## config.mk

```make
export PLATFORM = sky130hd
export DESIGN_NAME = tmrm_ram
export DESIGN_NICKNAME = d
export VERILOG_FILES = /design/src/design/tmrm_ram.sv
export SDC_FILE = /design/constraint.sdc
export NUM_CORES = 1
export LEC_CHECK = 0
export ABC_CLOCK_PERIOD_IN_PS = 2000
export BUFFER_PORTS_ARGS = -buffer_cell sky130_fd_sc_hd__buf_2
export CELL_PAD_IN_SITES_DETAIL_PLACEMENT = 1
export CELL_PAD_IN_SITES_GLOBAL_PLACEMENT = 2
export CORE_MARGIN = 1.5
export CORE_UTILIZATION = 25
export CTS_CLUSTER_DIAMETER = 150
export DETAILED_ROUTE_END_ITERATION = 10
export MAX_ROUTING_LAYER = met4
export PLACE_DENSITY = 0.42
export SLEW_MARGIN = 10
export SYNTH_ARGS = -nofsm -noshare
export SYNTH_HDL_FRONTEND = slang
export SYNTH_SLANG_ARGS = --single-unit
```

## constraint.sdc

```tcl
create_clock -name i_clk -period 2 [get_ports i_clk]
set_clock_uncertainty 0.2 [all_clocks]
set_input_delay 0.1 -clock i_clk [delete_from_list [all_inputs] [get_ports i_clk]]
set_output_delay 0.1 -clock i_clk [all_outputs]
set_load 0.01 [all_outputs]
```

## src/design/tmrm_ram.sv

```systemverilog
// Generic simple dual-port RAM with one write port and a registered read port.
// Width and depth are parameters. Depends on nothing.
module tmrm_ram #(
    parameter int WIDTH = 8,
    parameter int DEPTH = 16
) (
    input  logic                                 i_clk,
    input  logic                                 i_wr_en,
    input  logic [(DEPTH > 1 ? $clog2(DEPTH) : 1)-1:0] i_wr_addr,
    input  logic [WIDTH-1:0]                     i_wr_data,
    input  logic                                 i_rd_en,
    input  logic [(DEPTH > 1 ? $clog2(DEPTH) : 1)-1:0] i_rd_addr,
    output logic [WIDTH-1:0]                     o_rd_data
);

    logic [WIDTH-1:0] r_mem [DEPTH];
    logic [WIDTH-1:0] r_rd_data;

    always_ff @(posedge i_clk) begin
        if (i_wr_en) begin
            r_mem[i_wr_addr] <= i_wr_data;
        end
        if (i_rd_en) begin
            r_rd_data <= r_mem[i_rd_addr];
        end
    end

    assign o_rd_data = r_rd_data;

endmodule

```

Word level (Yosys, flattened, before mapping)
Memories as Yosys holds them, arrays and structs flattened. A register that Yosys moved wholly into a read port is not among the register bits. Index checks and enable logic that the tools add are counted. Widths: inputs -> output; s select.

Register bits after elaboration: 0. Memory bits (writable): 128. Output and inout port bits: 8. Word-level logic and storage cells: 3. Memories kept: 1.

Memories: r_mem (words 16, bits a word 8, rd ports 1, clocked after Yosys merged registers in 1, wr ports 1, line 16) `logic [WIDTH-1:0] r_mem [DEPTH];`.

Mux-type cells: 2.

Operators with widths (number): $mux 1 (2).

Logic depth before layout (Yosys ltp)
Gate-level depths: netlist (run 1).

Depth in word-level cells: 2. Depth in mapped cells: 5.

Worst setup path before layout (run 1)
No wires, ideal clock.

Path type: input-to-reg. Start point: input i_wr_addr[2] (netlist name). End point: memory r_mem[0][0], enable pin. Library setup time: 0.383 ns. Data arrival time: 1.210 ns. Data required time: 1.417 ns. Slack: 0.207 ns. Cell stages on the path: 2. Cells stage by stage: or3b_2 > nor3_1.

RTL lines: start: declaration (line 9) `input logic [(DEPTH > 1 ? $clog2(DEPTH) : 1)-1:0] i_wr_addr,`; end: declaration (line 16).

No word-level cell before the write port.

==> results.md, run 1 <==
* Status: finished, final reports clean
* Hold Path Class: in2reg
* Hold path cells at 3
* Number of CTS-inserted buffers at 17
* FFs w/ async S/R, synth at 0%
* Die area at 21800 um2
* Layout cells sized above 1 at 30.6%
* Ys flop type: edfxtp_1
* Post-synth EDFFs at 136
* Top-area cell type share of the netlist area at roughly four fifths
* Std cell rows at between 50 and 60
* Worst slew pin tran at approximately 940 ps
* Pwr per Cell Area at 1080 nW/um2
* R2R Path End: o_rd_data[0]
* Initial antenna violation count at 0
* Global-route wire length before repair at roughly 18 mm
* Arrival time worst endpoint at between 1500 and 2000 ps
* Min cycle time layout at between 1500 and 2000 ps
* GPL Wtd Cong at 0.652
* Hold endpoint: r_mem[4][5]
* CTS H-tree depth at 4
* TritonCTS clock tree: built
* Max-slew violation count at 0
* Largest net degree at the start of global routing at 33
* Final Core Density at approximately 32%
* Final worst-path cycle share at approximately 84%
* FILL cells at between 2000 and 2500
* Initial Util at between 20% and 30%
* Clock Sinks at 136
* Chip Width at between 100 and 150 um
* Non-Filler Instances at between 500 and 600
* CORE AREA at just over 20000 um2
* Seq/Total Area, Yosys at about four fifths
* Ys Warns at 0
* CP Cell Sequence: mux4_1 > a22oi_1 > nand2_1
* Synth cell types at 18
* Area after DPL at roughly 5800 um2
* Placed cell count at about 540
* Root buffer cell: clkbuf_16
* FF+latch count, synth at about 140
* Die H at 148 um
* Final setup fails at 0
* Clock Path Buffers at 2
* Crit start category: register
* GR Util All Layers at around 13%
* Final Cell Area at around 6600 um2
* Top cells by count, synth: 136 x edfxtp_1, 18 x mux4_2, 16 x a22oi_1, 14 x mux4_1, 13 x nor2_1
* Clk slew on worst S/H paths at about 60 ps
* Final net count at ~310
* Total power at between 7 and 8 mW
* Post-Syn Area at roughly 5200 um2
* Drt pass-1 iters at 4
* Critical Path Sink Type: register
* Synth area leaders: edfxtp_1 78%, mux4_2 7.8%, mux4_1 7.0%
* RSZ-0062 raised after global routing: no
* Worst slew margin at ~37%
* Min-delay src: i_wr_addr[0]
* Worst path required time at ~2000 ps
* Crit path largest cell delay at 580 ps
* Mean Syn Cell Area at 22.8 um2
* Clock Latency Late Sink at roughly 420 ps
* CP max FO at 1
* Setup Buffers After CTS at 0
* Worst ir drop on vdd at a little over 500 uV
* Starting DRT DRC Count at around 150
* Post-Syn Nets at roughly 250
* GRT Residual Overflow at 0
* Cells on worst reg2reg path at 3
* Worst R2R Start: r_mem[5][0]
* Most instantiated library cell after synthesis: edfxtp_1
* Post-Synthesis Cells at 229
* Synth area leader: edfxtp_1
* Fmax at just under 600 MHz
* Max stage delay cell, worst path: mux4_1
* DP HPWL at 7.95 mm
* Crit Path Class: reg2reg
* # port buffers at 26
* Final ANT Viol Nets at 0
* Final hold vios at 0
* Vias in the first global route at around 2700
* Ant. Diodes at 0
* Total Routed Length at approximately 13 mm
* Vias at between 2000 and 3000
* Reg2reg setup slack at 320 ps
* DR DRC count at 0
* Pleak at roughly 2.2 nW
* Wire per inst at between 20 and 25 um
* Num ports at 27
* Sum Neg Setup Slack at 0 ps
* Vias per inst at between 4 and 5
* Synthesis-to-layout area growth at 26.0%
* Max cap viols at 0
## critical path, delay by kind of cell (launching register included)
family | cells | cell delay, ps
multiplexers | 1 | 580
flip-flops | 1 | 370
AO/OA/AOI/OAI | 1 | 200
AND/OR/NAND/NOR | 1 | 80
## through the flow
stage	setup slack [ps]	hold slack [ps]
floorplan	207	-1.13
global placement	111	291
detailed placement	125	299
CTS	313	57.2
global route	251	81.2
finish	321	68.2
## timing repair
action / 4_1_cts / 5_1_grt
setup endpoints to repair: 0 / 0
hold buffers: 9 / 0
hold endpoints to repair: 136 / 0
gates resized for setup: 0 / 0
## routing by layer
layer | up-vias | wire length, um | global-route usage (%)
met5 | - | 0 | -
met4 | 0 | 237 | 5.60
met3 | 17 | 299 | 2.87
met2 | 45 | 5460 | 17.4
met1 | 1344 | 6600 | 18.3
li1 | 1113 | - | -
## layout make-up
| class | count | area (um2) | share of cell area [%] |
|---|---|---|---|
| timing repair buffer | 56 | 428 | 6.49 |
| sequential | 136 | 4080 | 62.0 |
| multi-input combinational | 83 | 1060 | 16.0 |
| clock inverter | 14 | 253 | 3.84 |
| clock buffer | 18 | 429 | 6.51 |
| tap | 270 | 338 | 5.13 |
## registers in the layout, indices dropped and copies added (netlist names)
name	flops
o_rd_data	8
r_mem	128
## layout by cell type, fill, tap and decap left out, drive strengths merged, types with 2 or more instances in the layout
cell	instances
a22oi	16
nand2b	2
dlygate4sd3	9
nor3	4
clkbuf	18
buf	47
nand3b	2
mux4	32
nor2	13
edfxtp	136
clkinv	4
clkinvlp	3
bufinv	7
nand2	9
## where the power goes
part	internal [mW]	switching [mW]
Sequential	3.21	0.0203
Clock	2.45	1.11
Combinational	0.145	0.185
## kinds of logic (layout without fill, tap and decap cells)
| logic type | after synthesis | in the layout | share of synthesized area [%] |
|---|---|---|---|
| AO/OA/AOI/OAI | 16 | 16 | 2.30 |
| buffers and inverters | 10 | 88 | 1.65 |
| AND/OR/NAND/NOR | 35 | 35 | 3.14 |
| flip-flops | 136 | 136 | 78.1 |
| multiplexers | 32 | 32 | 14.8 |
## how the worst max path moves through the flow
stage                       startpoint            to  slack (ps)
after CTS                  r_mem[5][0]  o_rd_data[0]         310
after detailed placement  i_rd_addr[0]  o_rd_data[0]         130
after global placement    i_rd_addr[0]  o_rd_data[0]         110
after global routing       r_mem[5][0]  o_rd_data[0]         250
after floorplan           i_wr_addr[2]   r_mem[0][0]         210
final                      r_mem[5][0]  o_rd_data[0]         320
Power figures use the tool's default switching activity.
==> run 2: changes to the inputs <==
--- a/config.mk
+++ b/config.mk
@@ -5,7 +5,8 @@
 export SDC_FILE = /design/constraint.sdc
 export NUM_CORES = 1
 export LEC_CHECK = 0
-export ABC_CLOCK_PERIOD_IN_PS = 2000
+export ABC_AREA = 1
+export ABC_CLOCK_PERIOD_IN_PS = 1460
 export BUFFER_PORTS_ARGS = -buffer_cell sky130_fd_sc_hd__buf_2
 export CELL_PAD_IN_SITES_DETAIL_PLACEMENT = 1
 export CELL_PAD_IN_SITES_GLOBAL_PLACEMENT = 2
@@ -14,7 +15,7 @@
 export CTS_CLUSTER_DIAMETER = 150
 export DETAILED_ROUTE_END_ITERATION = 10
 export MAX_ROUTING_LAYER = met4
-export PLACE_DENSITY = 0.42
+export PLACE_DENSITY = 0.51
 export SLEW_MARGIN = 10
 export SYNTH_ARGS = -nofsm -noshare
 export SYNTH_HDL_FRONTEND = slang
==> constraint.sdc (replaced) <==
create_clock -name i_clk -period 1.46 [get_ports i_clk]
set_clock_uncertainty 0.2 [all_clocks]
set_input_delay 0.073 -clock i_clk [delete_from_list [all_inputs] [get_ports i_clk]]
set_output_delay 0.073 -clock i_clk [all_outputs]
set_load 0.01 [all_outputs]
==> results.md, run 2 <==
* Simple-gate area share of the yosys netlist at 20.8% (+18 points)
* Commonest non-fill, non-tap cell in the layout: nand2_1
* Worst slew margin at 67.6% (+31 points)
* Sum Neg Setup Slack at 0 ps (unchanged)
* Worst slew pin tran at 485 ps (-459 ps)
* Largest net degree at the start of global routing at 48 (+45%)
* Vias per inst at 4.19 (-4.0%)
* TritonCTS clock tree: built
* Drt pass-1 iters at 4 (unchanged)
* Final Core Density at 31.9% (-0.50 points)
* Initial antenna violation count at 0 (unchanged)
* Largest family of logic cells by synthesized area: simple AND/OR/NAND/NOR gates
* Synthesis-to-layout area growth at 24.1%
* Total Routed Length at 17.9 mm (+42%)
* Min cycle time layout at 1390 ps (-293 ps)
* Top cells by count, synth: 173 x nand2_1, 136 x edfxtp_1, 100 x inv_1, 97 x nand3_1, 17 x nor2_1
* Seq/Total Area, Yosys at 69.8% (-8.3 points)
* DP HPWL at 11.6 mm (+46%)
* Clock Sinks at 136 (unchanged)
* Mux share of post-synthesis cell area at 0% (-15 points)
* Fmax at 722 MHz (+21%)
* Ys flop type: edfxtp_1
* Layout cells sized above 1 at 15.0% (-16 points)
* Final worst-path cycle share at 94.9% (+11 points)
* Ys Warns at 0 (unchanged)
* RSZ-0062 raised after global routing: no
* Final hold vios at 0 (unchanged)
* Hold_ws at 72.0 ps (+3.84 ps)
* Mean Syn Cell Area at 10.6 um2 (-54%)
* Clock Latency Late Sink at 420 ps (about the same)
* Hold Path Class: in2reg
* Synth area leaders: edfxtp_1 70%, nand2_1 11%, nand3_1 8.3%
* Synth area leader: edfxtp_1
* Post-Syn Area at 5850 um2 (+12%)
* Arrival time worst endpoint at 1340 ps (-300 ps)
* Global-route wire length before repair at 26.9 mm (+46%)
* Crit Path Class: reg2reg
* Max cap viols at 0 (unchanged)
* GRT Residual Overflow at 0 (unchanged)
* Std cell rows at 55 (+5.8%)
* FFs w/ async S/R, synth at 0% (unchanged)
* Non-Filler Instances at 940 (+63%)
* Critical path launch point: r_mem[7][6]
* Vias in the first global route at 4119 (+53%)
* Area after DPL at 6520 um2 (+12%)
* Worst path required time at 1420 ps (-540 ps)
* GR Util All Layers at 16.3% (+3.5 points)
* Worst R2R Start: r_mem[7][6]
* Pwr per Cell Area at 1310 nW/um2 (+21%)
* Die H at 156 um (+5.6%)
* Clk slew on worst S/H paths at 60 ps (about the same)
* Wire per inst at 19.1 um (-13%)
* DR DRC count at 0 (unchanged)
* Pleak at 3.06 nW (+39%)
* GPL Wtd Cong at 0.729 (+12%)
* Ant. Diodes at 0 (unchanged)
* Max-slew violation count at 0 (unchanged)
* Clock Path Buffers at 2 (unchanged)
* Placed cell count at 897 (+67%)
* Post-Synthesis Cells at 551 (+140%)
* Chip Width at 156 um (+5.6%)
* # port buffers at 26 (unchanged)
* Initial Util at 25.7% (about the same)
* Largest register FFs at 128 (unchanged)
* Post-Syn Nets at 570 (+130%)
* Final ANT Viol Nets at 0 (unchanged)
* Setup Buffers After CTS at 0 (unchanged)
* Commonest cells after routing, fill and taps aside: 173 x nand2_1, 136 x edfxtp_1, 100 x inv_1
* Place WS at -120 ps (-245 ps)
* Synth Area in Compound Gates at 0% (-2.3 points)
* Total power at 9.48 mW (+33%)
* FF+latch count, synth at 136 (unchanged)
* Min-delay src: i_rd_addr[2]
* Top-area cell type share of the netlist area at 69.8% (-8.3 points)
* XOR/XNOR Fraction of Synth Area at 0% (unchanged)
* Starting DRT DRC Count at 279 (+81%)
* Die area at 24300 um2 (+12%)
* Number of CTS-inserted buffers at 17 (unchanged)
* Critical Path Sink Type: register
* Root buffer cell: clkbuf_16
* Synth cell types at 11 (-7)
* CTS H-tree depth at 4 (unchanged)
* Adder-cell share of the synthesized area at 0% (unchanged)
* Vias at 3941 (+56%)
* Final Cell Area at 7260 um2 (+10%)
* Worst setup margin at 74.4 ps (-247 ps)
* Worst ir drop on vdd at 431 uV (-17%)
* Status: finished, final reports clean
* Crit start category: register
* CORE AREA at 22800 um2 (+12%)
* Final setup fails at 0 (unchanged)
* Final net count at 633 (+100%)
* Most instantiated library cell after synthesis: nand2_1
* Post-synth EDFFs at 136 (unchanged)
* Most flops, register: r_mem
* CP max FO at 1 (unchanged)
* Num ports at 27 (unchanged)
-- run 2: kinds of logic after synthesis --
kind of cell,after synthesis
buffers and inverters,126
flip-flops,136
AND/OR/NAND/NOR,289
-- run 2: per-layer routing --
| layer | track usage, % | up-vias | part of all wire [%] |
|---|---|---|---|
| li1 | - | 1906 | - |
| met3 | 2.56 | 16 | 2.8 |
| met2 | 24.2 | 62 | 44 |
| met1 | 22.7 | 1957 | 51 |
| met4 | 5.40 | 0 | 1.6 |
| met5 | - | - | 0 |
-- run 2: final cells by class --
class,count,area [um2]
Inverter,102,383
Fill cell,2529,15500
Multi-Input combinational cell,289,1230
Sequential cell,136,4080
Clock buffer,18,429
Timing Repair Buffer,68,561
Clock inverter,14,174
Tap cell,313,392
-- run 2: path summary, 6_finish.rpt --
check | end | cells after the start | slack [ps]
worst min register to register | o_rd_data[4] | 6 | 550
worst max-delay path | o_rd_data[6] | 6 | 70
worst max register to register | o_rd_data[6] | 6 | 70
worst min-delay path | o_rd_data[0] | 5 | 70
-- run 2: repair_timing --
action	in CTS	in global routing
endpoints found under the hold margin	142	0
setup endpoints to repair	0	4
resized for setup	0	4
hold buffers	11	0
-- run 2: power by group --
part	internal [mW]	switching, mW	total (mW)
registers	4.40	0.0274	4.43
clock network	2.70	1.71	4.41
logic	0.210	0.439	0.649
-- run 2: critical path, stage by stage (launching register included) --
cell and delay [ps]:
edfxtp_1 360, inv_1 60, nand2_1 60, nand3_1 100
nand3_1 120, nand3_2 140, nand2_1 90
==> run 3: changes to the inputs <==
--- a/config.mk
+++ b/config.mk
@@ -5,7 +5,6 @@
 export SDC_FILE = /design/constraint.sdc
 export NUM_CORES = 1
 export LEC_CHECK = 0
-export ABC_AREA = 1
 export ABC_CLOCK_PERIOD_IN_PS = 1460
 export BUFFER_PORTS_ARGS = -buffer_cell sky130_fd_sc_hd__buf_2
 export CELL_PAD_IN_SITES_DETAIL_PLACEMENT = 1
@@ -15,7 +14,7 @@
 export CTS_CLUSTER_DIAMETER = 150
 export DETAILED_ROUTE_END_ITERATION = 10
 export MAX_ROUTING_LAYER = met4
-export PLACE_DENSITY = 0.51
+export PLACE_DENSITY = 0.44
 export SLEW_MARGIN = 10
 export SYNTH_ARGS = -nofsm -noshare
 export SYNTH_HDL_FRONTEND = slang
==> results.md, run 3 (synthesis results as in run 1) <==
* Status: finished with violations
* Failing checks: setup timing
* Drt pass-1 iters at 4 (unchanged)
* Number of CTS-inserted buffers at 17 (unchanged)
* Clock Sinks at 136 (unchanged)
* Chip Width at 148 um (-5.3%)
* GPL Wtd Cong at 0.699 (-4.2%)
* CORE AREA at 20400 um2 (-11%)
* Worst path required time at 1420 ps (about the same)
* Crit Path Class: reg2reg
* Max stage delay cell, worst path: mux4_2
* Final Core Density at 32.6% (+0.70 points)
* CP Cell Sequence: mux4_2 > a22oi_2 > buf_4 > nand2_2
* Starting DRT DRC Count at 191 (-32%)
* Final hold vios at 0 (unchanged)
* DP HPWL at 7.83 mm (-33%)
* Global-route wire length before repair at 18.6 mm (-31%)
* GR Util All Layers at 12.6% (-3.8 points)
* Clock power frac at 47.2% (+0.7 points)
* Worst ir drop on vdd at 606 uV (+41%)
* TritonCTS clock tree: built
* Max-slew violation count at 0 (unchanged)
* Die area at 21800 um2 (-10%)
* Arrival time worst endpoint at 1620 ps (+280 ps)
* Vias per inst at 4.29 (+2.2%)
* Commonest cells after routing, fill and taps aside: 136 x edfxtp_1, 32 x mux4_2, 26 x buf_2
* Clock Latency Late Sink at 420 ps (about the same)
* Largest net degree at the start of global routing at 23 (-52%)
* Critical Path Sink Type: register
* CTS H-tree depth at 4 (unchanged)
* Hold_ws at 25.0 ps (-47.0 ps)
* Crit path largest cell delay at 490 ps (+130 ps)
* DR DRC count at 0 (unchanged)
* Initial Util at 25.7% (about the same)
* Fmax at 602 MHz (-17%)
* Final net count at 324 (-49%)
* Hold Path Class: in2reg
* Min cycle time layout at 1660 ps (+276 ps)
* Pleak at 2.18 nW (-29%)
* Clock Path Buffers at 2 (unchanged)
* RSZ-0062 raised after global routing: yes
* Commonest non-fill, non-tap cell in the layout: edfxtp_1
* Total Routed Length at 12.0 mm (-33%)
* Reg power frac at 47.5% (+0.8 points)
* Die H at 148 um (-5.3%)
* Worst setup margin at -202 ps (-276 ps)
* Pwr per Cell Area at 1410 nW/um2 (+7.7%)
* Final worst-path cycle share at 114% (+19 points)
* # port buffers at 26 (unchanged)
* Vias in the first global route at 2919 (-29%)
* Worst slew margin at 39.7% (-28 points)
* Clk slew on worst S/H paths at 60 ps (about the same)
* Max cap viols at 0 (unchanged)
* Wire per inst at 20.4 um (+7.1%)
* Std cell rows at 52 (-5.5%)
* Vias at 2520 (-36%)
* Sw Share at 20.0% (-2.9 points)
* Combinational power share at 5.3% (-1.6 points)
* Final ANT Viol Nets at 0 (unchanged)
* Initial antenna violation count at 0 (unchanged)
* Setup Buffers After CTS at 0 (unchanged)
* Crit start category: register
* Ant. Diodes at 0 (unchanged)
* Final setup fails at 8 (+8)
* Sw power at 1.87 mW (-14%)
* CP max FO at 1 (unchanged)
* Most flops, register: r_mem
* Largest register FFs at 128 (unchanged)
* Root buffer cell: clkbuf_16
* GRT Residual Overflow at 0 (unchanged)
* Layout cells sized above 1 at 39.9% (+25 points)
* Synthesis-to-layout area growth at 26.8%
* Num ports at 27 (unchanged)
* FILL cells at 2015 (-20%)
* Internal power at 7.46 mW (+2.1%)
* Worst slew pin tran at 902 ps (+417 ps)
==> run 3: cell type report <==
cell class | instances | area [um2] | share of cell area [%]
repair buffers | 67 | 561 | 8.46
well taps | 270 | 338 | 5.10
multi-input cells | 83 | 1040 | 15.6
clock buffers | 17 | 425 | 6.42
flip-flops and latches | 136 | 4080 | 61.6
clock inverters | 15 | 184 | 2.77
==> run 3: what timing repair did <==
item / CTS / global route
pin swaps: 2 / 0
gates resized for setup: 4 / 0
hold buffers: 9 / 0
hold endpoints to repair: 136 / 0
endpoints found under the setup margin: 8 / 8
==> run 3: critical path: cells and delay by family, from the launching register on <==
kind | cells | cell delay [ps]
AO/OA/AOI/OAI | 1 | 170
buffers and inverters | 1 | 140
flip-flops | 1 | 360
multiplexers | 1 | 490
AND/OR/NAND/NOR | 1 | 50
==> run 3: power groups by stage <==
stage               Combinational, mW  Sequential (mW)  Clock (mW)
floorplan                       0.243             4.51           0
global placement                0.489             4.51           0
detailed placement              0.493             4.51           0
CTS                             0.520             4.43        4.49
global route                    0.552             4.43        4.62
finish                          0.498             4.43        4.40
==> run 3: final timing paths <==
check                           slack [ps]  cells past startpoint            to          from
worst max register to register        -200                      4  o_rd_data[5]  r_mem[11][5]
worst max-delay path                  -200                      4  o_rd_data[5]  r_mem[11][5]
worst min-delay path                    30                      3   r_mem[0][6]  i_wr_addr[1]
worst min register to register         570                      3  o_rd_data[6]   r_mem[4][6]
==> run 3: layer usage <==
metal  vias to the layer above  global-route usage (%)  part of all wire (%)
met3                        17                    2.87                   2.9
met4                         0                    5.10                   1.7
met2                        47                    19.5                    49
li1                       1121                       -                     -
met5                         -                       -                     0
met1                      1335                    15.9                    46
==> run 3: per-stage QoR <==
step           std cells  instance area (um2)  power (mW)  worst slack (ps)  TNS (ps)
2_1_floorplan        229                 5220        4.75             -79.1     -2510
3_3_place_gp         547                 5910        4.99              -463     -5910
3_5_place_dp         547                 5910        5.00              -451     -6630
4_1_cts              588                 6630        9.44              -227     -1370
5_1_grt              588                 6630        9.60              -266     -1740
6_report             588                 6630        9.33              -202     -1170
